[src/sv/rtpst_pkg.sv]
// Shared types and constants of the RTP sequence tracker.
package rtpst_pkg;

  localparam int SEQ_BITS   = 16;
  localparam int CNT_W      = 32;
  localparam int FRAC_W     = 8;
  localparam int PROB_W     = 4;
  localparam int CFG_IDX_W  = 2;
  localparam int CFG_DATA_W = 16;

  // Sequence space and the "bad sequence" code that matches no real sequence.
  localparam logic [SEQ_BITS:0] SEQ_SPACE = 17'd65536;
  localparam logic [SEQ_BITS:0] NO_MATCH  = SEQ_SPACE + 17'd1;
  localparam logic [FRAC_W-1:0] FRAC_SAT  = 8'd255;

  // Configuration register indexes.
  localparam logic [CFG_IDX_W-1:0] REG_DROP_LIMIT    = 2'd0;
  localparam logic [CFG_IDX_W-1:0] REG_REORDER_LIMIT = 2'd1;
  localparam logic [CFG_IDX_W-1:0] REG_RUN_LENGTH    = 2'd2;

  // Configuration reset values.
  localparam logic [SEQ_BITS-1:0] DROP_LIMIT_RST    = 16'd3000;
  localparam logic [SEQ_BITS-1:0] REORDER_LIMIT_RST = 16'd100;
  localparam logic [PROB_W-1:0]   RUN_LENGTH_RST    = 4'd2;

  // Input item kinds.
  localparam logic KIND_PACKET = 1'b0;
  localparam logic KIND_REPORT = 1'b1;

  typedef struct packed {
    logic                kind;
    logic [SEQ_BITS-1:0] seq_number;
  } in_data_t;

  typedef struct packed {
    logic              accepted;
    logic [FRAC_W-1:0] fraction_lost;
    logic [CNT_W-1:0]  extended_max_seq;
    logic [CNT_W-1:0]  received_count;
    logic [CNT_W-1:0]  expected_count;
  } out_data_t;

  // State update requested by the packet decision logic.
  typedef struct packed {
    logic                accepted;
    logic                resync;
    logic                rcv_inc;
    logic                hs_we;
    logic [SEQ_BITS-1:0] hs_new;
    logic                wrap_inc;
    logic                bad_we;
    logic [SEQ_BITS:0]   bad_new;
    logic                prob_we;
    logic [PROB_W-1:0]   prob_new;
  } pkt_upd_t;

endpackage

[src/sv/rtp_sequence_tracker_unit.sv]
// Top level of the RTP sequence tracker: sequencer, state registers and shared subtractor.
//
// This unit tracks the sequence numbers of one RTP source and keeps the loss
// accounting used in receiver reports. Each input transaction is either a
// packet arrival, which runs probation, in-order, jump and resync handling and
// reports whether the packet counted as received, or a report request, which
// returns the fraction lost since the previous report in 1/256 units
// (saturating at 255). Every transaction yields exactly one result
// transaction carrying the extended highest sequence, the received count and
// the expected count after the update. The unit works on one transaction at a
// time and holds in_stall high until its result has moved into the output
// register. A packet passes through the packet update step and the output
// step. A report first takes the expected count; the first report after
// synchronization then only takes the snapshots, and later ones go on
// through the interval and lost steps, a compare step unless the fraction is
// zero, and the division unless the fraction saturates. One 33-bit subtractor
// is shared by every report step and produces one quotient bit per cycle of
// the 8-bit restoring division. Configuration writes are always ready and
// should be issued only while the unit is idle.
module rtp_sequence_tracker_unit (
  input  logic                             clk,
  input  logic                             rst_n,
  input  logic                             in_valid,
  output logic                             in_stall,
  input  rtpst_pkg::in_data_t              in_data,
  output logic                             out_valid,
  input  logic                             out_stall,
  output rtpst_pkg::out_data_t             out_data,
  input  logic                             cfg_valid,
  output logic                             cfg_ready,
  input  logic [rtpst_pkg::CFG_IDX_W-1:0]  cfg_index,
  input  logic [rtpst_pkg::CFG_DATA_W-1:0] cfg_data
);
  import rtpst_pkg::*;

  // Sequencer codes.
  localparam logic [3:0] ST_IDLE   = 4'd0;
  localparam logic [3:0] ST_PKT    = 4'd1;
  localparam logic [3:0] ST_R_EXP  = 4'd2;
  localparam logic [3:0] ST_R_EINT = 4'd3;
  localparam logic [3:0] ST_R_RINT = 4'd4;
  localparam logic [3:0] ST_R_LOST = 4'd5;
  localparam logic [3:0] ST_R_CMP  = 4'd6;
  localparam logic [3:0] ST_DIV    = 4'd7;
  localparam logic [3:0] ST_OUT    = 4'd8;

  localparam logic [2:0] DIV_LAST = 3'(FRAC_W - 1);

  // Sequencer and output register.
  logic [3:0]  state_r, state_nxt;
  logic        out_valid_r, out_valid_nxt;
  out_data_t   out_data_r, out_data_nxt;

  // Configuration registers.
  logic [SEQ_BITS-1:0] drop_lim_r, drop_lim_nxt;
  logic [SEQ_BITS-1:0] reorder_lim_r, reorder_lim_nxt;
  logic [PROB_W-1:0]   min_seq_r, min_seq_nxt;

  // Source state.
  logic [SEQ_BITS-1:0] base_r, base_nxt;
  logic [SEQ_BITS-1:0] hs_r, hs_nxt;
  logic [SEQ_BITS:0]   bad_r, bad_nxt;
  logic [SEQ_BITS-1:0] wrap_r, wrap_nxt;
  logic [CNT_W-1:0]    rcv_r, rcv_nxt;
  logic [CNT_W-1:0]    rar_r, rar_nxt;
  logic [CNT_W-1:0]    ear_r, ear_nxt;
  logic [PROB_W-1:0]   prob_r, prob_nxt;

  // Working registers of the current transaction.
  logic [SEQ_BITS-1:0] seq_r, seq_nxt;
  logic                kind_r, kind_nxt;
  logic [CNT_W-1:0]    exp_r, exp_nxt;
  logic [CNT_W-1:0]    eint_r, eint_nxt;
  logic [CNT_W-1:0]    rem_r, rem_nxt;
  logic [FRAC_W-1:0]   quo_r, quo_nxt;
  logic [2:0]          cnt_r, cnt_nxt;
  logic [FRAC_W-1:0]   frac_r, frac_nxt;
  logic                acc_r, acc_nxt;

  // Shared subtractor: res = a - b + one, with the borrow in the top bit.
  logic [CNT_W:0]   alu_a, alu_b;
  logic             alu_one;
  logic [CNT_W+1:0] alu_res;
  logic             alu_borrow;

  logic             in_fire, out_load;
  logic [CNT_W-1:0] ext_max;
  pkt_upd_t         upd;

  rtpst_pkt_logic u_pkt (
    .seq           (seq_r),
    .highest_seq   (hs_r),
    .bad_seq       (bad_r),
    .probation     (prob_r),
    .drop_limit    (drop_lim_r),
    .reorder_limit (reorder_lim_r),
    .run_length    (min_seq_r),
    .upd           (upd)
  );

  assign in_stall  = (state_r != ST_IDLE);
  assign in_fire   = in_valid && !in_stall;
  assign cfg_ready = 1'b1;
  assign out_valid = out_valid_r;
  assign out_data  = out_data_r;
  assign ext_max   = {wrap_r, hs_r};
  // In the output step the result register takes a new value when it is empty or being drained.
  assign out_load  = (state_r == ST_OUT) && (!out_valid_r || !out_stall);

  // Operand selection for the shared subtractor. Idle, the packet step, the
  // expected-count step and the output step all compute ext_max - base + 1.
  always_comb begin
    alu_a   = {1'b0, ext_max};
    alu_b   = {17'd0, base_r};
    alu_one = 1'b1;
    case (state_r)
      ST_R_EINT: begin
        alu_a   = {1'b0, exp_r};
        alu_b   = {1'b0, ear_r};
        alu_one = 1'b0;
      end
      ST_R_RINT: begin
        alu_a   = {1'b0, rcv_r};
        alu_b   = {1'b0, rar_r};
        alu_one = 1'b0;
      end
      ST_R_LOST: begin
        alu_a   = {1'b0, eint_r};
        alu_b   = {1'b0, rem_r};
        alu_one = 1'b0;
      end
      ST_R_CMP: begin
        alu_a   = {1'b0, rem_r};
        alu_b   = {1'b0, eint_r};
        alu_one = 1'b0;
      end
      ST_DIV: begin
        alu_a   = {rem_r, 1'b0};
        alu_b   = {1'b0, eint_r};
        alu_one = 1'b0;
      end
      default: begin
      end
    endcase
  end

  assign alu_res    = {1'b0, alu_a} - {1'b0, alu_b} + {{(CNT_W+1){1'b0}}, alu_one};
  assign alu_borrow = alu_res[CNT_W+1];

  always_comb begin
    state_nxt       = state_r;
    out_valid_nxt   = out_valid_r && out_stall;
    out_data_nxt    = out_data_r;
    drop_lim_nxt    = drop_lim_r;
    reorder_lim_nxt = reorder_lim_r;
    min_seq_nxt     = min_seq_r;
    base_nxt        = base_r;
    hs_nxt          = hs_r;
    bad_nxt         = bad_r;
    wrap_nxt        = wrap_r;
    rcv_nxt         = rcv_r;
    rar_nxt         = rar_r;
    ear_nxt         = ear_r;
    prob_nxt        = prob_r;
    seq_nxt         = seq_r;
    kind_nxt        = kind_r;
    exp_nxt         = exp_r;
    eint_nxt        = eint_r;
    rem_nxt         = rem_r;
    quo_nxt         = quo_r;
    cnt_nxt         = cnt_r;
    frac_nxt        = frac_r;
    acc_nxt         = acc_r;

    if (cfg_valid && cfg_ready) begin
      case (cfg_index)
        REG_DROP_LIMIT:    drop_lim_nxt    = cfg_data;
        REG_REORDER_LIMIT: reorder_lim_nxt = cfg_data;
        REG_RUN_LENGTH:    min_seq_nxt     = cfg_data[PROB_W-1:0];
        default: begin
        end
      endcase
    end

    case (state_r)
      ST_IDLE: begin
        if (in_fire) begin
          seq_nxt   = in_data.seq_number;
          kind_nxt  = in_data.kind;
          acc_nxt   = 1'b0;
          frac_nxt  = '0;
          state_nxt = (in_data.kind == KIND_REPORT) ? ST_R_EXP : ST_PKT;
        end
      end
      ST_PKT: begin
        acc_nxt = upd.accepted;
        if (upd.prob_we) begin
          prob_nxt = upd.prob_new;
        end
        if (upd.resync) begin
          base_nxt = seq_r;
          hs_nxt   = seq_r;
          bad_nxt  = NO_MATCH;
          wrap_nxt = '0;
          rcv_nxt  = {{(CNT_W-1){1'b0}}, upd.rcv_inc};
          rar_nxt  = '0;
          ear_nxt  = '0;
        end else begin
          if (upd.hs_we) begin
            hs_nxt = upd.hs_new;
          end
          if (upd.wrap_inc) begin
            wrap_nxt = wrap_r + 16'd1;
          end
          if (upd.bad_we) begin
            bad_nxt = upd.bad_new;
          end
          if (upd.rcv_inc) begin
            rcv_nxt = rcv_r + 32'd1;
          end
        end
        state_nxt = ST_OUT;
      end
      ST_R_EXP: begin
        exp_nxt = alu_res[CNT_W-1:0];
        if (ear_r == '0) begin
          // First report after synchronization only takes the snapshots.
          ear_nxt   = alu_res[CNT_W-1:0];
          rar_nxt   = rcv_r;
          state_nxt = ST_OUT;
        end else begin
          state_nxt = ST_R_EINT;
        end
      end
      ST_R_EINT: begin
        eint_nxt  = alu_res[CNT_W-1:0];
        ear_nxt   = exp_r;
        state_nxt = ST_R_RINT;
      end
      ST_R_RINT: begin
        rem_nxt   = alu_res[CNT_W-1:0];
        rar_nxt   = rcv_r;
        state_nxt = ST_R_LOST;
      end
      ST_R_LOST: begin
        rem_nxt = alu_res[CNT_W-1:0];
        if (eint_r == '0 || alu_res[CNT_W-1:0] == '0 || alu_res[CNT_W-1]) begin
          state_nxt = ST_OUT;
        end else begin
          state_nxt = ST_R_CMP;
        end
      end
      ST_R_CMP: begin
        // Lost at least the expected interval means the fraction saturates.
        if (!alu_borrow) begin
          frac_nxt  = FRAC_SAT;
          state_nxt = ST_OUT;
        end else begin
          quo_nxt   = '0;
          cnt_nxt   = '0;
          state_nxt = ST_DIV;
        end
      end
      ST_DIV: begin
        if (!alu_borrow) begin
          rem_nxt = alu_res[CNT_W-1:0];
        end else begin
          rem_nxt = {rem_r[CNT_W-2:0], 1'b0};
        end
        quo_nxt = {quo_r[FRAC_W-2:0], !alu_borrow};
        cnt_nxt = cnt_r + 3'd1;
        if (cnt_r == DIV_LAST) begin
          frac_nxt  = {quo_r[FRAC_W-2:0], !alu_borrow};
          state_nxt = ST_OUT;
        end
      end
      ST_OUT: begin
        if (out_load) begin
          out_valid_nxt                 = 1'b1;
          out_data_nxt.accepted         = acc_r;
          out_data_nxt.fraction_lost    = frac_r;
          out_data_nxt.extended_max_seq = ext_max;
          out_data_nxt.received_count   = rcv_r;
          out_data_nxt.expected_count   = alu_res[CNT_W-1:0];
          state_nxt                     = ST_IDLE;
        end
      end
      default: begin
        state_nxt = ST_IDLE;
      end
    endcase
  end

  always_ff @(posedge clk) begin
    if (!rst_n) begin
      state_r       <= ST_IDLE;
      out_valid_r   <= 1'b0;
      drop_lim_r    <= DROP_LIMIT_RST;
      reorder_lim_r <= REORDER_LIMIT_RST;
      min_seq_r     <= RUN_LENGTH_RST;
      base_r        <= '0;
      hs_r          <= '0;
      bad_r         <= NO_MATCH;
      wrap_r        <= '0;
      rcv_r         <= '0;
      rar_r         <= '0;
      ear_r         <= '0;
      prob_r        <= 4'd1;
    end else begin
      state_r       <= state_nxt;
      out_valid_r   <= out_valid_nxt;
      drop_lim_r    <= drop_lim_nxt;
      reorder_lim_r <= reorder_lim_nxt;
      min_seq_r     <= min_seq_nxt;
      base_r        <= base_nxt;
      hs_r          <= hs_nxt;
      bad_r         <= bad_nxt;
      wrap_r        <= wrap_nxt;
      rcv_r         <= rcv_nxt;
      rar_r         <= rar_nxt;
      ear_r         <= ear_nxt;
      prob_r        <= prob_nxt;
    end
  end

  always_ff @(posedge clk) begin
    out_data_r <= out_data_nxt;
    seq_r      <= seq_nxt;
    kind_r     <= kind_nxt;
    exp_r      <= exp_nxt;
    eint_r     <= eint_nxt;
    rem_r      <= rem_nxt;
    quo_r      <= quo_nxt;
    cnt_r      <= cnt_nxt;
    frac_r     <= frac_nxt;
    acc_r      <= acc_nxt;
  end

  // A report must never reach the packet update step.
  assert property (@(posedge clk) disable iff (!rst_n)
    (state_r == ST_PKT) |-> (kind_r == KIND_PACKET))
    else $error("report transaction entered the packet update step");

  // The division remainder always stays below the expected interval.
  assert property (@(posedge clk) disable iff (!rst_n)
    (state_r == ST_DIV) |-> (rem_r < eint_r))
    else $error("division remainder not below the divisor");

  // While the source is on probation nothing has been counted as received.
  assert property (@(posedge clk) disable iff (!rst_n)
    (prob_r != '0) |-> (rcv_r == '0))
    else $error("packets counted during probation");

  // A result never carries both an accepted packet and a loss fraction.
  assert property (@(posedge clk) disable iff (!rst_n)
    (out_valid_r && out_data_r.fraction_lost != '0) |-> !out_data_r.accepted)
    else $error("result marks a packet accepted with a loss fraction");

  // An accepted transaction always starts the sequencer.
  assert property (@(posedge clk) disable iff (!rst_n)
    in_fire |=> (state_r != ST_IDLE))
    else $error("accepted transaction did not start the sequencer");

endmodule

[src/sv/rtpst_pkt_logic.sv]
// Packet decision logic: probation, in-order, jump and misorder classification.
module rtpst_pkt_logic (
  input  logic [rtpst_pkg::SEQ_BITS-1:0] seq,
  input  logic [rtpst_pkg::SEQ_BITS-1:0] highest_seq,
  input  logic [rtpst_pkg::SEQ_BITS:0]   bad_seq,
  input  logic [rtpst_pkg::PROB_W-1:0]   probation,
  input  logic [rtpst_pkg::SEQ_BITS-1:0] drop_limit,
  input  logic [rtpst_pkg::SEQ_BITS-1:0] reorder_limit,
  input  logic [rtpst_pkg::PROB_W-1:0]   run_length,
  output rtpst_pkg::pkt_upd_t            upd
);
  import rtpst_pkg::*;

  logic [SEQ_BITS-1:0] gap;
  logic [SEQ_BITS:0]   misorder_lim;
  logic                in_sequence;

  assign gap          = seq - highest_seq;
  assign misorder_lim = SEQ_SPACE - {1'b0, reorder_limit};
  // No wrap here: after 65535 the probation sequence restarts.
  assign in_sequence  = ({1'b0, seq} == ({1'b0, highest_seq} + 17'd1));

  always_comb begin
    upd = '0;
    upd.hs_new  = seq;
    upd.bad_new = {1'b0, seq + 16'd1};
    if (probation != '0) begin
      upd.hs_we   = 1'b1;
      upd.prob_we = 1'b1;
      if (in_sequence) begin
        upd.prob_new = probation - 4'd1;
        if (probation == 4'd1) begin
          upd.resync   = 1'b1;
          upd.rcv_inc  = 1'b1;
          upd.accepted = 1'b1;
        end
      end else begin
        upd.prob_new = run_length - 4'd1;
      end
    end else if (gap < drop_limit) begin
      upd.wrap_inc = (seq < highest_seq);
      upd.hs_we    = 1'b1;
      upd.rcv_inc  = 1'b1;
      upd.accepted = 1'b1;
    end else if ({1'b0, gap} <= misorder_lim) begin
      if ({1'b0, seq} == bad_seq) begin
        upd.resync   = 1'b1;
        upd.rcv_inc  = 1'b1;
        upd.accepted = 1'b1;
      end else begin
        upd.bad_we = 1'b1;
      end
    end else begin
      // Duplicate or reordered packet: counted, state unchanged.
      upd.rcv_inc  = 1'b1;
      upd.accepted = 1'b1;
    end
  end

endmodule

[config.mk]
export PLATFORM = sky130hd
export DESIGN_NAME = rtp_sequence_tracker_unit
export DESIGN_NICKNAME = d
export VERILOG_FILES = /design/src/sv/rtpst_pkg.sv /design/src/sv/rtp_sequence_tracker_unit.sv /design/src/sv/rtpst_pkt_logic.sv
export SDC_FILE = /design/constraint.sdc
export NUM_CORES = 1
export LEC_CHECK = 0
export CAP_MARGIN = 5
export CORE_MARGIN = 3
export CORE_UTILIZATION = 30
export DETAILED_ROUTE_END_ITERATION = 8
export DONT_BUFFER_PORTS = 1
export SLEW_MARGIN = 20
export SYNTH_ARGS = -nofsm -noshare
export SYNTH_HDL_FRONTEND = slang
export SYNTH_SLANG_ARGS = --single-unit
export TNS_END_PERCENT = 10
[constraint.sdc]
create_clock -name clk -period 6.7 [get_ports clk]
set_input_delay 1.34 -clock clk [delete_from_list [all_inputs] [get_ports clk]]
set_output_delay 1.34 -clock clk [all_outputs]
set_load 0.02 [all_outputs]
==> out/summary.txt <==
Drt pass-1 iters = 8
CTS root buf = clkbuf_16
Initial antenna violation count = 0
Post-layout min period = 6070 ps
Slowest stage delay, CP = 750 ps
CP bufs+invs = 1
Crit-path most repeated cell = or3_1
Layout Nets = 2529
Syn Inst Count = 2396
Maximum VDD drop = 156 uV
Total grt overflow = 0
Flop pwr share = 40.8%
H-tree Lvls = 2
Cts bufs inserted = 50
Max Freq = 165 MHz
Syn nets = 2560
Final worst-path cycle share = 90.6%
Relative slew slack = 28.1%
Total of max-cap violations = 0
Rows = 102
Setup repair bufs after CTS = 0
PortBufs = 0
Clk pwr share = 37.4%
Number of synthesized register bits = 442
Syn Area/Cell = 9.98 um2
Via density = 5.47
Share of the yosys chip area belonging to registers = 46.9%
Via Count = 18900
Share of post-route cells with drive strength above 1 = 9.68%
CP Cell Sequence = nand2b_1 -> buf_4 -> nor2_1 -> a221oi_1 -> ha_1 -> ha_1 -> a211oi_2 -> or3_1 -> a32o_1 -> a211oi_1 -> a221oi_2 -> xnor2_1 -> or3_1 -> or3_1 -> o221a_1 -> o31a_1
Core ar. = 0.0782 mm2
Worst Max-Slew Pin Slew = 1080 ps
Clock Tree Buf Depth = 3
RSZ-0062 raised after global routing = no
Final setup violation count = 0
Number of flops mapped to enable cells by yosys = 236
Hold path endpoint = out_data[101]
Hold_buf cts = 0
Worst R2R End = state_r[1]
Gr usage total = 17.9%
Area of the multi-input gates = 0.0119 mm2
Reg-to-reg startpoint = state_r[3]
Setup TNS = 0 ps
Crit. End Element = flop
Die Area = 0.0832 mm2
Hold Path Stages = 0
Critical Path Source = state_r[3]
Primary FF master, synth = edfxtp_1
Worst skew pair latency = 590 ps
Hold Startpoint = frac_r[5]
Critical path startpoint category = flop
Outcome = finished, final reports clean
Syn Std Cell Area = 0.0239 mm2
I/O pin count = 148
CTS resizes = 0
Vias in the first global route = 17700
Final count of hold timing violations = 0
Die Y = 288 um
Register area = 0.0112 mm2
Leak = 0.00963 uW
Drc violations = 0
Final Max Slew Viols = 0
Ys async rst share = 0%
R2R setup slack = 630 ps
Placed Instances = 3352
WL final = 76500 um
Switching share of power = 29.6%
Synth Warn # = 0
GPL Wtd Cong = 0.856
Internal power = 5510 uW
Ant. Diodes = 0
Initial Utilization = 30.6%
TritonCTS clock tree = built
First-pass GRT wire length = 114000 um
Family with the most delay on the worst path = simple AND/OR/NAND/NOR gates
Synth-to-Final Area Change = 13.1%
Final Skew = 27.6 ps
Crit path max fanout = 19
Die X = 288 um
R2R depth = 16
Final Non-Filler Cells = 3447
Power per cell area = 289 mW/mm2
Layout fillers = 7770
HP Class = reg2reg
DR iter-0 viols = 1894
Top-area cell type share of the netlist area = 29.6%
Sw power = 2310 uW
Crit path DAT = 6530 ps
Synth area leader = edfxtp_1
HPWL after detailed placement = 54700 um
CTS sink cnt = 442
Slowest cell on the critical path = nand2b_1
CP Class = reg2reg
Worst-path clk slew = 60 ps
WL/cell = 22.2 um
CP required = 7160 ps
Synth unique cells = 91
Antenna Nets Post-Route = 0
Synth area leaders = edfxtp_1, dfxtp_1, ha_1
Largest net degree at the start of global routing = 177
Combinational share of power = 21.9%
[registers in the layout, indices dropped and copies added (netlist names), 17 cells and up]
register	flops
rem_r	32
exp_r	32
out_data	105
rar_r	32
bad_r	17
eint_r	32
rcv_r	32
ear_r	32
[cells in the mapped netlist (8+ instances only)]
cell,n
nand2_1,215
a21boi_0,34
a221oi_1,16
o21ai_0,107
nor4_1,29
a211oi_1,16
mux2i_1,61
nor2_1,199
a21o_1,21
nor2b_1,30
a22o_1,71
inv_1,86
and3_1,29
a22oi_1,22
o21ai_1,20
nor3_1,26
nand2b_1,15
edfxtp_1,236
o211ai_1,14
xnor2_1,88
dfxtp_1,206
a221o_1,8
buf_1,20
and2_1,10
nand4_1,29
xor2_1,49
mux2_1,9
mux2_2,38
a2111oi_0,10
o31ai_1,8
a21boi_1,12
nand3_1,100
a31oi_1,21
o21a_1,16
clkbuf_1,109
a21oi_1,118
or3_1,23
a222oi_1,31
buf_2,17
ha_1,122
[routing by layer]
| layer | global-route usage (%) | wire length (um) | share of wire (%) |
|---|---|---|---|
| met5 | 0 | 0 | 0 |
| met1 | 24.3 | 33300 | 44 |
| met3 | 4.01 | 6160 | 8.0 |
| met2 | 29.2 | 35800 | 47 |
| met4 | 3.60 | 1270 | 1.7 |
[worst max path at each step]
stage / end / slack [ps] / cells past startpoint
after floorplan: state_r[1] / 560 / 18
after global placement: state_r[1] / 680 / 16
after detailed placement: ear_r[21] / 690 / 23
after CTS: state_r[1] / 650 / 16
after global routing: wrap_r[2] / 160 / 27
final: state_r[1] / 630 / 16
[power by group through the flow]
stage / logic [uW] / clock network [uW] / registers (uW)
global placement: 1670 / 0 / 3250
detailed placement: 1680 / 0 / 3250
CTS: 1690 / 2980 / 3190
global route: 1850 / 3090 / 3200
finish: 1710 / 2920 / 3190
floorplan: 1120 / 0 / 3200
[cells in the final DEF, fill, tap and decap left out, types with 85 or more instances in the layout]
cell and n:
xnor2_1 88, ha_1 122, nor2_1 195, o21ai_0 107, nand2_1 215, a21oi_1 117
inv_1 85, nand3_1 100, edfxtp_1 236, dfxtp_1 204
[kinds of logic (layout without fill, tap and decap cells)]
logic type | after synthesis | count (layout) | synth area share, %
AOI/OAI and AO/OA | 606 | 606 | 18.0
xor gates and xnor gates | 137 | 137 | 5.02
adders and majority gates | 124 | 124 | 6.55
buffers and inverters | 236 | 247 | 3.86
DFF | 442 | 442 | 46.9
muxes | 108 | 108 | 4.77
other | 1 | 1 | 0.0157
and+or+nand+nor | 742 | 742 | 14.9
[worst register-to-register path, stage by stage (launching register included)]
cell and delay, ps:
dfxtp_1 560, nand2b_1 750, buf_4 370, nor2_1 80, a221oi_1 230, ha_1 320
ha_1 420, a211oi_2 130, or3_1 420, a32o_1 350, a211oi_1 520, a221oi_2 130
xnor2_1 320, or3_1 460, or3_1 360, o221a_1 240, o31a_1 280
[area by class of cell]
type	instances	share of cell area (%)
clock buffers	74	5.68
clock inverters	20	0.823
inverters	86	1.19
multi-input cells	1718	43.9
flip-flops and latches	442	41.5
well taps	1040	4.81
repair buffers	67	2.16
[metrics by stage]
| step | hold WS, ps | total power [uW] | cell area (um2) | util (%) | setup WS, ps |
|---|---|---|---|---|---|
| 2_1_floorplan | 400 | 4320 | 23900 | - | 565 |
| 3_3_place_gp | 404 | 4920 | 25200 | 32.3 | 678 |
| 5_1_grt | 427 | 8140 | 27000 | 34.6 | 156 |
| 6_report | 417 | 7820 | 27000 | 34.6 | 630 |
| 3_5_place_dp | 405 | 4920 | 25300 | 32.3 | 689 |
| 4_1_cts | 419 | 7860 | 27000 | 34.5 | 646 |
Note: power is estimated with default switching activity, not from simulation.
